### src/rtl/text_card_crtc_shadow_assert.svh
// Assertion macros for the text card CRTC shadow.
// IMP checks a same-cycle implication, NXT checks it in the next cycle.
// Both sample on clk and are off while arst_n is low.
`ifndef TEXT_CARD_CRTC_SHADOW_ASSERT_SVH
`define TEXT_CARD_CRTC_SHADOW_ASSERT_SVH
`ifndef ASSERT_OFF
`define TCC_ASSERT_IMP(lbl, ante, cons, msg) \
	lbl: assert property (@(posedge clk) disable iff (!arst_n) (ante) |-> (cons)) \
		else $error(msg);
`define TCC_ASSERT_NXT(lbl, ante, cons, msg) \
	lbl: assert property (@(posedge clk) disable iff (!arst_n) (ante) |=> (cons)) \
		else $error(msg);
`else
`define TCC_ASSERT_IMP(lbl, ante, cons, msg)
`define TCC_ASSERT_NXT(lbl, ante, cons, msg)
`endif
`endif

### src/rtl/tcc_pkg.sv
`default_nettype none

package tcc_pkg;

	// item modes
	localparam logic [2:0] MODE_REG   = 3'd0;
	localparam logic [2:0] MODE_WIN   = 3'd1;
	localparam logic [2:0] MODE_SEL   = 3'd2;
	localparam logic [2:0] MODE_FLASH = 3'd3;
	localparam logic [2:0] MODE_DISP  = 3'd4;

	// video RAM geometry
	localparam int VRAM_DEPTH = 2048;
	localparam int VRAM_AW    = $clog2(VRAM_DEPTH);
	localparam int WIN_AW     = 9;
	localparam int COLUMNS    = 80;
	localparam int ROWS       = 24;

	// display offset: row*COLUMNS + column + 14-bit start address
	localparam int OFF_W = 15;

	// bus window
	localparam logic [15:0] WINDOW_LOW = 16'hCC00;
	localparam logic [15:0] WINDOW_END = 16'hCE00;

	// cursor blink periods in microseconds
	localparam logic [63:0] FLASH_SHORT = 64'd312500;
	localparam logic [63:0] FLASH_LONG  = 64'd625000;
	localparam logic [7:0]  MASK_ON     = 8'hFF;
	localparam logic [7:0]  MASK_OFF    = 8'h00;

	// blink modes, register 10 bits 6:5
	localparam logic [1:0] BLINK_STEADY = 2'd0;
	localparam logic [1:0] BLINK_OFF    = 2'd1;
	localparam logic [1:0] BLINK_SLOW   = 2'd2;
	localparam logic [1:0] BLINK_FAST   = 2'd3;

	// controller register file
	localparam int CRTC_REGS = 17;
	localparam int IDX_W     = $clog2(CRTC_REGS);
	localparam int REG_CUR_START = 10;
	localparam int REG_CUR_END   = 11;
	localparam int REG_START_HI  = 12;
	localparam int REG_START_LO  = 13;
	localparam int REG_CUR_HI    = 14;
	localparam int REG_CUR_LO    = 15;

	localparam logic [7:0] CRTC_RESET [CRTC_REGS] = '{
		8'h7B, 8'h50, 8'h62, 8'h29, 8'h1B, 8'h08, 8'h18, 8'h19,
		8'h00, 8'h08, 8'hC0, 8'h08, 8'h00, 8'h00, 8'h00, 8'h00, 8'h00
	};

	typedef struct packed {
		logic [2:0]  mode;
		logic        bus_write;
		logic [15:0] bus_address;
		logic [7:0]  bus_data;
		logic [63:0] now_us;
		logic [4:0]  row;
		logic [6:0]  column;
		logic [3:0]  glyph_row;
	} in_word_t;

	typedef struct packed {
		logic [7:0] char_code;
		logic       cursor_hit;
		logic [7:0] cursor_xor;
		logic       memory_selected;
		logic [1:0] bank_now;
	} out_word_t;

	// video RAM request from the register stage
	typedef struct packed {
		logic               we;
		logic               re;
		logic [VRAM_AW-1:0] addr;
		logic [7:0]         wdata;
	} ram_req_t;

	// result fields known before the RAM read returns
	typedef struct packed {
		logic       disp;
		logic       cursor_hit;
		logic [7:0] cursor_xor;
		logic       memory_selected;
		logic [1:0] bank_now;
	} side_t;

endpackage

`default_nettype wire

### src/rtl/tcc_regs.sv
`default_nettype none

module tcc_regs (
	input  logic             clk,
	input  logic             arst_n,
	input  logic             fire,
	input  tcc_pkg::in_word_t item,
	output tcc_pkg::ram_req_t req,
	output tcc_pkg::side_t    side
);
	import tcc_pkg::*;

	logic [1:0]  bank_q;
	logic [1:0]  bank_d;
	logic [7:0]  reg_index_q;
	logic [7:0]  crtc_q [CRTC_REGS];
	logic        window_q;
	logic        window_d;
	logic [7:0]  mask_q;
	logic [63:0] nft_q;

	logic is_reg, is_win, is_sel, is_flash, is_disp;
	logic in_window, win_store, win_close;
	logic flash_due;
	logic [63:0] sum_short, sum_long;
	logic [1:0]  blink;
	logic [13:0] start_addr, cur_addr;
	logic [OFF_W-1:0] off;
	logic glyph_in;

	// mode decode
	assign is_reg   = item.mode == MODE_REG;
	assign is_win   = item.mode == MODE_WIN;
	assign is_sel   = item.mode == MODE_SEL;
	assign is_flash = item.mode == MODE_FLASH;
	assign is_disp  = item.mode == MODE_DISP;

	// window decode
	assign in_window = is_win && window_q && (item.bus_address >= WINDOW_LOW);
	assign win_store = in_window && (item.bus_address < WINDOW_END) && item.bus_write;
	assign win_close = in_window && (item.bus_address >= WINDOW_END);

	assign bank_d   = is_reg ? item.bus_address[3:2] : bank_q;
	assign window_d = is_sel ? 1'b1 : (win_close ? 1'b0 : window_q);

	// flash timing
	assign flash_due = is_flash && (item.now_us > nft_q);
	assign sum_short = item.now_us + FLASH_SHORT;
	assign sum_long  = item.now_us + FLASH_LONG;
	assign blink     = crtc_q[REG_CUR_START][6:5];

	// display position and cursor
	assign start_addr = {crtc_q[REG_START_HI][5:0], crtc_q[REG_START_LO]};
	assign cur_addr   = {crtc_q[REG_CUR_HI][5:0], crtc_q[REG_CUR_LO]};
	assign off = OFF_W'(item.row) * OFF_W'(COLUMNS) + OFF_W'(item.column)
		+ OFF_W'(start_addr);
	assign glyph_in = (item.glyph_row >= crtc_q[REG_CUR_START][3:0])
		&& (item.glyph_row <= crtc_q[REG_CUR_END][3:0]);

	// RAM request
	always_comb begin
		req.we    = win_store;
		req.re    = is_disp;
		req.addr  = win_store ? {bank_q, item.bus_address[WIN_AW-1:0]}
			: off[VRAM_AW-1:0];
		req.wdata = item.bus_data;
	end

	// early result fields
	always_comb begin
		side.disp            = is_disp;
		side.cursor_hit      = is_disp && (OFF_W'(cur_addr) == off) && glyph_in;
		side.cursor_xor      = side.cursor_hit ? mask_q : MASK_OFF;
		side.memory_selected = window_d;
		side.bank_now        = bank_d;
	end

	// state update, one item per fire
	always_ff @(posedge clk or negedge arst_n) begin
		if (!arst_n) begin
			bank_q      <= '0;
			reg_index_q <= '0;
			crtc_q      <= CRTC_RESET;
			window_q    <= 1'b0;
			mask_q      <= MASK_OFF;
			nft_q       <= '0;
		end else if (fire) begin
			bank_q   <= bank_d;
			window_q <= window_d;
			if (is_reg && item.bus_write) begin
				if (item.bus_address[0]) begin
					if (reg_index_q < 8'(CRTC_REGS)) begin
						crtc_q[reg_index_q[IDX_W-1:0]] <= item.bus_data;
					end
				end else begin
					reg_index_q <= item.bus_data;
				end
			end
			if (flash_due) begin
				case (blink)
					BLINK_STEADY: begin
						mask_q <= MASK_ON;
						nft_q  <= sum_short;
					end
					BLINK_OFF: begin
						mask_q <= MASK_OFF;
						nft_q  <= sum_short;
					end
					BLINK_SLOW: begin
						mask_q <= ~mask_q;
						nft_q  <= sum_long;
					end
					default: begin
						mask_q <= ~mask_q;
						nft_q  <= sum_short;
					end
				endcase
			end
		end
	end

endmodule

`default_nettype wire

### config.mk
export PLATFORM = sky130hd
export DESIGN_NAME = tcc_regs
export DESIGN_NICKNAME = d
export VERILOG_FILES = /design/src/rtl/text_card_crtc_shadow_assert.svh /design/src/rtl/tcc_pkg.sv /design/src/rtl/tcc_regs.sv
export SDC_FILE = /design/constraint.sdc
export NUM_CORES = 1
export LEC_CHECK = 0
export BUFFER_PORTS_ARGS = -buffer_cell sky130_fd_sc_hd__buf_2
export CAP_MARGIN = 20
export CORE_ASPECT_RATIO = 0.6
export CORE_MARGIN = 2
export CORE_UTILIZATION = 55
export CTS_CLUSTER_SIZE = 30
export DETAILED_ROUTE_END_ITERATION = 16
export PLACE_DENSITY_LB_ADDON = 0.2
export SKIP_LAST_GASP = 1
export SYNTH_ARGS = -nofsm -noshare
export SYNTH_HDL_FRONTEND = slang
export SYNTH_SLANG_ARGS = --single-unit
### constraint.sdc
create_clock -name clk -period 6.9 [get_ports clk]
set_clock_uncertainty 0.15 [all_clocks]
set_input_delay 0 -clock clk [delete_from_list [all_inputs] [get_ports clk]]
set_output_delay 0 -clock clk [all_outputs]
set_load 0.005 [all_outputs]
==> metrics.txt, run 1 <==
# TYPE chip_impl_metric gauge
chip_impl_info{name="outcome",value="finished clean"} 1
chip_impl_info{name="timing.hold.worst.class",value="in2reg"} 1
chip_impl_info{name="cp-end-kind",value="output pin"} 1
chip_impl_metric{name="cts-resized-gates",unit=""} 0
chip_impl_metric{name="total_leakage_power",unit="nW"} 5.66
chip_impl_metric{name="drtIter0Drc",unit=""} 779
chip_impl_metric{name="worstRegToRegCells",unit=""} 10
chip_impl_info{name="worst_setup_path_endpoint",value="side[9]"} 1
chip_impl_metric{name="hold_buffers",unit=""} 101
chip_impl_metric{name="synth_cell_type_count",unit=""} 70
chip_impl_metric{name="synth.ff_latch_count",unit=""} 121
chip_impl_metric{name="worstMarginPinSlew",unit="ns"} 1.09
chip_impl_metric{name="finalHoldWorstSlack",unit="ns"} 0.0194
chip_impl_metric{name="clock_slew_at_reported_path_ffs",unit="ns"} 0.07
chip_impl_metric{name="dpl.hpwl",unit="µm"} 18700
chip_impl_metric{name="floorplan.die.height",unit="µm"} 105
chip_impl_metric{name="cts-buffers-inserted",unit=""} 17
chip_impl_metric{name="synth.net_count",unit=""} 1288
chip_impl_metric{name="postRouteWirelength",unit="µm"} 26100
chip_impl_metric{name="antenna_cells_inserted",unit=""} 0
chip_impl_metric{name="first_pass_grt_wire_length",unit="µm"} 42600
chip_impl_metric{name="ys_seq_area_share",unit="%"} 32.1
chip_impl_metric{name="dr.pass1.iters",unit=""} 5
chip_impl_metric{name="yosys.area.top_type_share",unit="%"} 31.6
chip_impl_info{name="worst-setup-path-type",value="reg2out"} 1
chip_impl_metric{name="timing.critical_path.required",unit="ns"} 6.75
chip_impl_metric{name="clock_tree.buffer_depth",unit=""} 2
chip_impl_metric{name="synth-edff-count",unit=""} 0
chip_impl_metric{name="gpl.final_weighted_congestion",unit=""} 0.922
chip_impl_metric{name="grt_util_all_layers",unit="%"} 29.5
chip_impl_metric{name="p_per_area",unit="nW/µm²"} 255
chip_impl_metric{name="postLayoutCellArea",unit="µm²"} 11800
chip_impl_metric{name="rrSetupSlack",unit="ns"} 3.15
chip_impl_metric{name="min_period",unit="ns"} 4.55
chip_impl_metric{name="die_width",unit="µm"} 173
chip_impl_metric{name="layout-area-overhead-vs-synth",unit="%"} 25.6
chip_impl_metric{name="placeableCoreArea",unit="µm²"} 16900
chip_impl_metric{name="fill_cells",unit=""} 1359
chip_impl_metric{name="first_global_vias",unit=""} 8166
chip_impl_info{name="rr_endpoint",value="mask_q[0]"} 1
chip_impl_metric{name="initial_utilization",unit="%"} 55.7
chip_impl_info{name="root_buffer",value="clkbuf_16"} 1
chip_impl_metric{name="route.detailed.vias_per_inst",unit=""} 5.62
chip_impl_metric{name="synth_cells",unit=""} 1070
chip_impl_metric{name="clk-insertion-delay-late",unit="ns"} 0.43
chip_impl_info{name="worst_hold_startpoint",value="item[107]"} 1
chip_impl_metric{name="area_of_the_die",unit="µm²"} 18200
chip_impl_metric{name="cts_num_sinks",unit=""} 121
chip_impl_metric{name="power.ir.vdd_worst",unit="µV"} 174
chip_impl_metric{name="setup_total_negative_slack",unit="ns"} 0
chip_impl_metric{name="crit_fanout",unit=""} 9
chip_impl_metric{name="grt_overflow_total",unit=""} 0
chip_impl_metric{name="max_slew_margin",unit="%"} 26.5
chip_impl_metric{name="drc_errors_left",unit=""} 0
chip_impl_info{name="clock_tree_from_tritoncts",value="done"} 1
chip_impl_info{name="timing.critical_path.from",value="crtc_q[28]"} 1
chip_impl_info{name="layout.cells.most_common_list",value="buf_2 (143), dfrtp_1 (119), ha_1 (102)"} 1
chip_impl_info{name="cp_cell_sequence",value="fa_1 -> ha_1 -> o21a_1 -> o31a_1 -> o41ai_1 -> xnor2_1 -> xor2_1 -> nor4_1 -> nand4_1 -> nor3b_1 -> buf_2"} 1
chip_impl_info{name="synth-main-ff-cell",value="dfrtp_1"} 1
chip_impl_metric{name="total_power",unit="mW"} 3.03
chip_impl_metric{name="grt_antenna_before_repair",unit=""} 0
chip_impl_metric{name="antenna_violating_nets_post_route",unit=""} 0
chip_impl_metric{name="maxClockFrequency",unit="MHz"} 220
chip_impl_metric{name="max_stage_delay",unit="ns"} 0.52
chip_impl_metric{name="worst_ep_arrival_time",unit="ns"} 4.40
chip_impl_metric{name="utilization",unit="%"} 69.9
chip_impl_info{name="cp_slowest_cell",value="fa_1"} 1
chip_impl_metric{name="cap_violations",unit=""} 0
chip_impl_info{name="rsz0062_at_grt",value="no"} 1
chip_impl_metric{name="ctsHtreeMaxLevel",unit=""} 4
chip_impl_metric{name="boundaryPins",unit=""} 145
chip_impl_info{name="r2r-start",value="nft_q[46]"} 1
chip_impl_metric{name="post_synth.cell_area_avg",unit="µm²"} 8.81
chip_impl_metric{name="setup_violations",unit=""} 0
chip_impl_metric{name="fp-row-count",unit=""} 37
chip_impl_metric{name="detailroute.via_count",unit=""} 8636
chip_impl_metric{name="grt_start_max_net_pins",unit=""} 87
chip_impl_metric{name="timing.final.crit_share",unit="%"} 65.9
chip_impl_metric{name="post-cts-setup-buffers",unit=""} 0
chip_impl_metric{name="synth-warning-count",unit=""} 0
chip_impl_metric{name="detailed_place.area",unit="µm²"} 10300
chip_impl_metric{name="syn_area",unit="µm²"} 9430
chip_impl_metric{name="place.port_buffers",unit=""} 144
chip_impl_metric{name="finalHoldViolCount",unit=""} 0
chip_impl_info{name="synth_top_cell_by_area",value="dfrtp_1"} 1
chip_impl_metric{name="finalMaxSlewViolations",unit=""} 0
chip_impl_metric{name="postSynth.asyncResetShare",unit="%"} 100
chip_impl_info{name="layout.cells.most_common",value="buf_2"} 1
chip_impl_info{name="netlist_top_cells_area",value="dfrtp_1 (32%), ha_1 (14%), mux2_2 (6.9%), a21oi_1 (4.5%), xor2_1 (4.4%)"} 1
chip_impl_info{name="critPathLaunchType",value="flip-flop"} 1
chip_impl_metric{name="final_layout_size_suffix_gt1_share",unit="%"} 19.9
chip_impl_metric{name="finish.net_count",unit=""} 1509
chip_impl_metric{name="post_drt_wl_per_cell",unit="µm"} 16.9
[cells by family (layout without fill, tap and decap cells)]
kind of cell / Yosys count / count (layout) / share of synthesized area (%)
mux: 61 / 61 / 7.24
fa+ha+maj: 107 / 107 / 14.6
xor+xnor: 86 / 86 / 7.99
flops: 121 / 121 / 32.1
buf+inv: 144 / 378 / 6.39
simple gates: 315 / 315 / 16.7
compound gates: 236 / 236 / 15.0
[stage by stage]
stage               setup WS, ns  std cells
floorplan                   3.46       1070
global route                2.13       1538
finish                      2.35       1538
detailed placement          2.47       1404
global placement            2.64       1404
CTS                         2.43       1537
[area by class of cell]
cell class / count / area [µm²] / share of cell area [%]
Tap cell: 234 / 293 / 2.47
Multi-Input combinational cell: 805 / 5810 / 49.0
Sequential cell: 121 / 3030 / 25.6
Clock inverter: 15 / 129 / 1.09
Timing Repair Buffer: 252 / 1810 / 15.2
Clock buffer: 17 / 425 / 3.59
Inverter: 94 / 353 / 2.98
[where the power goes]
group	internal (mW)	switching (mW)
registers	0.943	0.123
logic	0.506	0.598
clock network	0.471	0.384
[worst min path at each step]
stage,to,depth (start not counted)
floorplan,bank_q[0],0
global placement,nft_q[58],1
detailed placement,nft_q[58],1
CTS,bank_q[0],4
global route,reg_index_q[2],3
finish,bank_q[0],4
[synthesized netlist by cell type (all sizes together) (24+ instances only)]
cell type and count:
nor2 70, ha 102, nand2 84, nor3 24, a21oi 86, o21ai 75
nand4 26, inv 94, mux2 58, xnor2 39, dfrtp 119, clkbuf 27
xor2 47, nand3 42
[routing by layer]
metal | global-route usage (%) | wire, µm
met1 | 47.0 | 13500
met2 | 40.7 | 10300
met3 | 5.19 | 1930
met4 | 7.08 | 335
met5 | 0 | 0
[state kept, by name, summed over array words and instances (netlist names)]
register / count
reg_index_q: 8
crtc_q: 36
blink: 2
window_q: 1
mask_q: 8
nft_q: 64
bank_q: 2
[critical path: cells and delay by family, from the launching register on]
kind,cells,cell delay (ns)
fa+ha+maj,2,0.90
flops,1,0.39
compound gates,3,0.90
buf+inv,1,0.18
simple gates,3,1.22
xor+xnor,2,0.38
(Power assumes the default switching activity.)
==> run 2, diff against run 1 <==
--- a/config.mk
+++ b/config.mk
@@ -5,6 +5,7 @@
 export SDC_FILE = /design/constraint.sdc
 export NUM_CORES = 1
 export LEC_CHECK = 0
+export ABC_AREA = 1
 export BUFFER_PORTS_ARGS = -buffer_cell sky130_fd_sc_hd__buf_2
 export CAP_MARGIN = 20
 export CORE_ASPECT_RATIO = 0.6
==> constraint.sdc (replaced) <==
create_clock -name clk -period 4.2 [get_ports clk]
set_clock_uncertainty 0.15 [all_clocks]
set_input_delay 0 -clock clk [delete_from_list [all_inputs] [get_ports clk]]
set_output_delay 0 -clock clk [all_outputs]
set_load 0.005 [all_outputs]
==> run 2 against run 1 <==
Net effect: via count grew 76%; hold slack lost 0.0011 ns; setup slack lost 2.0 ns; clock-buffer cell count is the same; wire length grew 96%; largest power group unchanged.
==> metrics.txt, run 2 <==
# TYPE chip_impl_metric gauge
chip_impl_metric{name="initial_utilization",unit="%"} 56.5
chip_impl_metric{name="m1WireLength",unit="µm"} 23900
chip_impl_metric{name="clk-insertion-delay-late",unit="ns"} 0.45
chip_impl_metric{name="synth.ff_latch_count",unit=""} 121
chip_impl_info{name="worst-setup-path-type",value="reg2out"} 1
chip_impl_metric{name="setup_total_negative_slack",unit="ns"} 0
chip_impl_info{name="cp_common_cell",value="nand2_1"} 1
chip_impl_metric{name="area_of_the_die",unit="µm²"} 25200
chip_impl_metric{name="dr.pass1.iters",unit=""} 6
chip_impl_metric{name="finalHoldViolCount",unit=""} 0
chip_impl_metric{name="worstMarginPinSlew",unit="ns"} 1.01
chip_impl_info{name="clock_tree_from_tritoncts",value="done"} 1
chip_impl_metric{name="drc_errors_left",unit=""} 0
chip_impl_metric{name="detailed_place.area",unit="µm²"} 14000
chip_impl_metric{name="postLayoutCellArea",unit="µm²"} 15300
chip_impl_info{name="timing.hold.worst.class",value="in2reg"} 1
chip_impl_metric{name="grt_util_all_layers",unit="%"} 41.3
chip_impl_metric{name="synth_cell_type_count",unit=""} 49
chip_impl_metric{name="synth-edff-count",unit=""} 0
chip_impl_metric{name="dr_wl_met2",unit="µm"} 18700
chip_impl_info{name="layout.cells.most_common_list",value="nand2_1 (878), inv_1 (320), nor2_1 (154)"} 1
chip_impl_metric{name="first_pass_grt_wire_length",unit="µm"} 77500
chip_impl_metric{name="antenna_violating_nets_post_route",unit=""} 0
chip_impl_metric{name="placed_cell_count",unit=""} 2594
chip_impl_info{name="layout_top_registers",value="nft_q x64, crtc_q x36"} 1
chip_impl_info{name="top_layer_used",value="met4"} 1
chip_impl_metric{name="fp-row-count",unit=""} 43
chip_impl_metric{name="postSynth.asyncResetShare",unit="%"} 100
chip_impl_metric{name="place.port_buffers",unit=""} 144
chip_impl_metric{name="cap_violations",unit=""} 0
chip_impl_info{name="cp_cell_sequence",value="ha_1 -> ha_1 -> inv_1 -> fa_1 -> inv_1 -> nand2_1 -> nand2_1 -> nor2_1 -> nand2_1 -> nor2_1 -> nand2_1 -> inv_1 -> nand2_1 -> nor2_1 -> nand2_1 -> nor2_1 -> nand4_2 -> nor2_1 -> buf_2"} 1
chip_impl_info{name="synth_most_common_cell",value="nand2_1"} 1
chip_impl_info{name="critPathLaunchType",value="flip-flop"} 1
chip_impl_metric{name="yosys.area.top_type_share",unit="%"} 25.1
chip_impl_metric{name="final_layout_size_suffix_gt1_share",unit="%"} 11.2
chip_impl_info{name="rsz0062_at_grt",value="no"} 1
chip_impl_info{name="cp-end-kind",value="output pin"} 1
chip_impl_metric{name="drtIter0Drc",unit=""} 2037
chip_impl_metric{name="grt_antenna_before_repair",unit=""} 2
chip_impl_info{name="cp_slowest_cell",value="fa_1"} 1
chip_impl_metric{name="syn_area",unit="µm²"} 13100
chip_impl_metric{name="met3WireLength",unit="µm"} 7910
chip_impl_metric{name="dpl.hpwl",unit="µm"} 40300
chip_impl_metric{name="post_synth.cell_area_avg",unit="µm²"} 6.01
chip_impl_metric{name="placeableCoreArea",unit="µm²"} 23200
chip_impl_metric{name="die_width",unit="µm"} 203
chip_impl_metric{name="route.detailed.vias_per_inst",unit=""} 5.63
chip_impl_metric{name="final-instance-count-excl-fill",unit=""} 2701
chip_impl_metric{name="clock_slew_at_reported_path_ffs",unit="ns"} 0.07
chip_impl_metric{name="boundaryPins",unit=""} 145
chip_impl_metric{name="synth_cells",unit=""} 2182
chip_impl_info{name="netlist_top_cells_area",value="nand2_1 (25%), dfrtp_1 (23%), ha_1 (9.7%), inv_1 (9.2%), nand3_1 (5.8%)"} 1
chip_impl_info{name="synth_commonest_cells",value="nand2_1 (878), inv_1 (320), nor2_1 (155)"} 1
chip_impl_metric{name="synth.net_count",unit=""} 2400
chip_impl_metric{name="min_period",unit="ns"} 3.86
chip_impl_metric{name="finalMaxSlewViolations",unit=""} 0
chip_impl_metric{name="path_buf_inv",unit=""} 4
chip_impl_metric{name="cts_num_sinks",unit=""} 121
chip_impl_metric{name="finish.net_count",unit=""} 2590
chip_impl_info{name="max_flop_register",value="nft_q"} 1
chip_impl_metric{name="detailroute.via_count",unit=""} 15200
chip_impl_metric{name="floorplan.die.height",unit="µm"} 124
chip_impl_metric{name="post_drt_wl_per_cell",unit="µm"} 19.0
chip_impl_metric{name="ctsHtreeMaxLevel",unit=""} 4
chip_impl_metric{name="layout-area-overhead-vs-synth",unit="%"} 16.7
chip_impl_metric{name="timing.final.crit_share",unit="%"} 92.0
chip_impl_metric{name="clock_tree.buffer_depth",unit=""} 2
chip_impl_metric{name="setup_violations",unit=""} 0
chip_impl_metric{name="total_leakage_power",unit="nW"} 8.55
chip_impl_info{name="outcome",value="finished clean"} 1
chip_impl_metric{name="first_global_vias",unit=""} 13700
chip_impl_metric{name="postRouteWirelength",unit="µm"} 51200
chip_impl_metric{name="maxClockFrequency",unit="MHz"} 259
chip_impl_metric{name="p_per_area",unit="nW/µm²"} 338
chip_impl_metric{name="crit_fanout",unit=""} 9
chip_impl_metric{name="largest_register_ff_count",unit=""} 64
chip_impl_metric{name="fill_cells",unit=""} 2174
chip_impl_info{name="synth_top_cell_by_area",value="nand2_1"} 1
chip_impl_metric{name="max_stage_delay",unit="ns"} 0.51
chip_impl_metric{name="cts-buffers-inserted",unit=""} 17
chip_impl_info{name="root_buffer",value="clkbuf_16"} 1
chip_impl_info{name="critPathTopFamily",value="simple AND/OR/NAND/NOR gates"} 1
chip_impl_metric{name="grt_start_max_net_pins",unit=""} 83
chip_impl_metric{name="grt_overflow_total",unit=""} 0
chip_impl_info{name="synth-main-ff-cell",value="dfrtp_1"} 1
chip_impl_metric{name="synth-warning-count",unit=""} 0
chip_impl_info{name="layout.cells.most_common",value="nand2_1"} 1
chip_impl_metric{name="gpl.final_weighted_congestion",unit=""} 1.10
chip_impl_metric{name="max_slew_margin",unit="%"} 31.8
chip_impl_metric{name="utilization",unit="%"} 65.9
chip_impl_metric{name="timing.critical_path.required",unit="ns"} 4.05
chip_impl_metric{name="power.ir.vdd_worst",unit="µV"} 260
chip_impl_metric{name="ys_seq_area_share",unit="%"} 23.1
chip_impl_metric{name="worst_ep_arrival_time",unit="ns"} 3.71
run 2: cell types whose count changed after synthesis, sizes merged, moves of 16 or more:
cell    previous run  this run
mux2              58         0
nand4             26        46
inv               94       326
clkbuf            27        11
nor2              70       174
a21oi             86        59
nand2             84       894
buf               23        45
o21ai             75       137
nand3             42       154
xnor2             39         5
run 2: power breakdown:
group / switching, mW / internal (mW)
registers: 0.197 / 1.50
logic: 1.23 / 0.733
clock network: 0.713 / 0.792
total: 2.14 / 3.03
run 2: layer usage:
layer	vias to the layer above	global-route usage, %
li1	7237	-
met1	7004	63.6
met2	918	53.8
met3	59	15.2
met4	0	8.21
met5	-	0
run 2: cell families (layout without fill, tap and decap cells):
kind of cell,after synthesis,after routing,synth area share [%]
other cells,0,1,0
compound gates,211,211,9.03
xor+xnor,42,42,2.91
flops,121,121,23.1
mux,1,1,0.0763
simple gates,1318,1318,42.4
fa+ha+maj,107,107,10.5
buf+inv,382,585,12.0
run 2: cell type report:
type	count	area, µm²	share of cell area [%]
antenna	1	2.50	0.0163
clock buffer	17	425	2.78
clock inverter	15	155	1.01
inverter	326	1220	7.99
multi-input combinational	1679	8530	55.7
sequential	121	3030	19.8
tap	315	394	2.57
timing repair buffer	227	1550	10.1
run 2: final timing paths:
| path | startpoint | slack (ns) | to | cells past startpoint |
|---|---|---|---|---|
| setup / recovery | crtc_q[25] | 0.34 | side[9] | 19 |
| max in group asynchronous | arst_n | 2.70 | mask_q[3] | 4 |
| hold / removal | item[29] | 0.02 | nft_q[13] | 4 |
| hold reg to reg | nft_q[62] | 0.33 | nft_q[62] | 2 |
| setup reg to reg | nft_q[15] | 1.07 | nft_q[14] | 13 |
| min in group asynchronous | arst_n | 0.61 | nft_q[47] | 4 |
run 2: tightest hold or removal path: cells and delay by family:
kind / cells / cell delay [ns]
AO/OA/AOI/OAI: 1 / 0.15
XOR/XNOR: 1 / 0.08
buffers and inverters: 2 / 0.34
run 2: timing repair:
| item | 4_1_cts | 5_1_grt |
|---|---|---|
| buffers inserted | 0 | 0 |
| endpoints found under the hold margin | 187 | 0 |
| hold buffers | 74 | 0 |
| gates resized for setup | 0 | 0 |
run 2: stage by stage:
step                      total power, mW  hold WS, ns  worst slack [ns]
final                                5.17       0.0183             0.335
after floorplan                      2.92       -0.446              1.40
after CTS                            5.09    0.0000440             0.483
after global routing                 5.54       0.0253             0.160
after global placement               3.43       -0.147             0.731
after detailed placement             3.54       -0.149             0.560
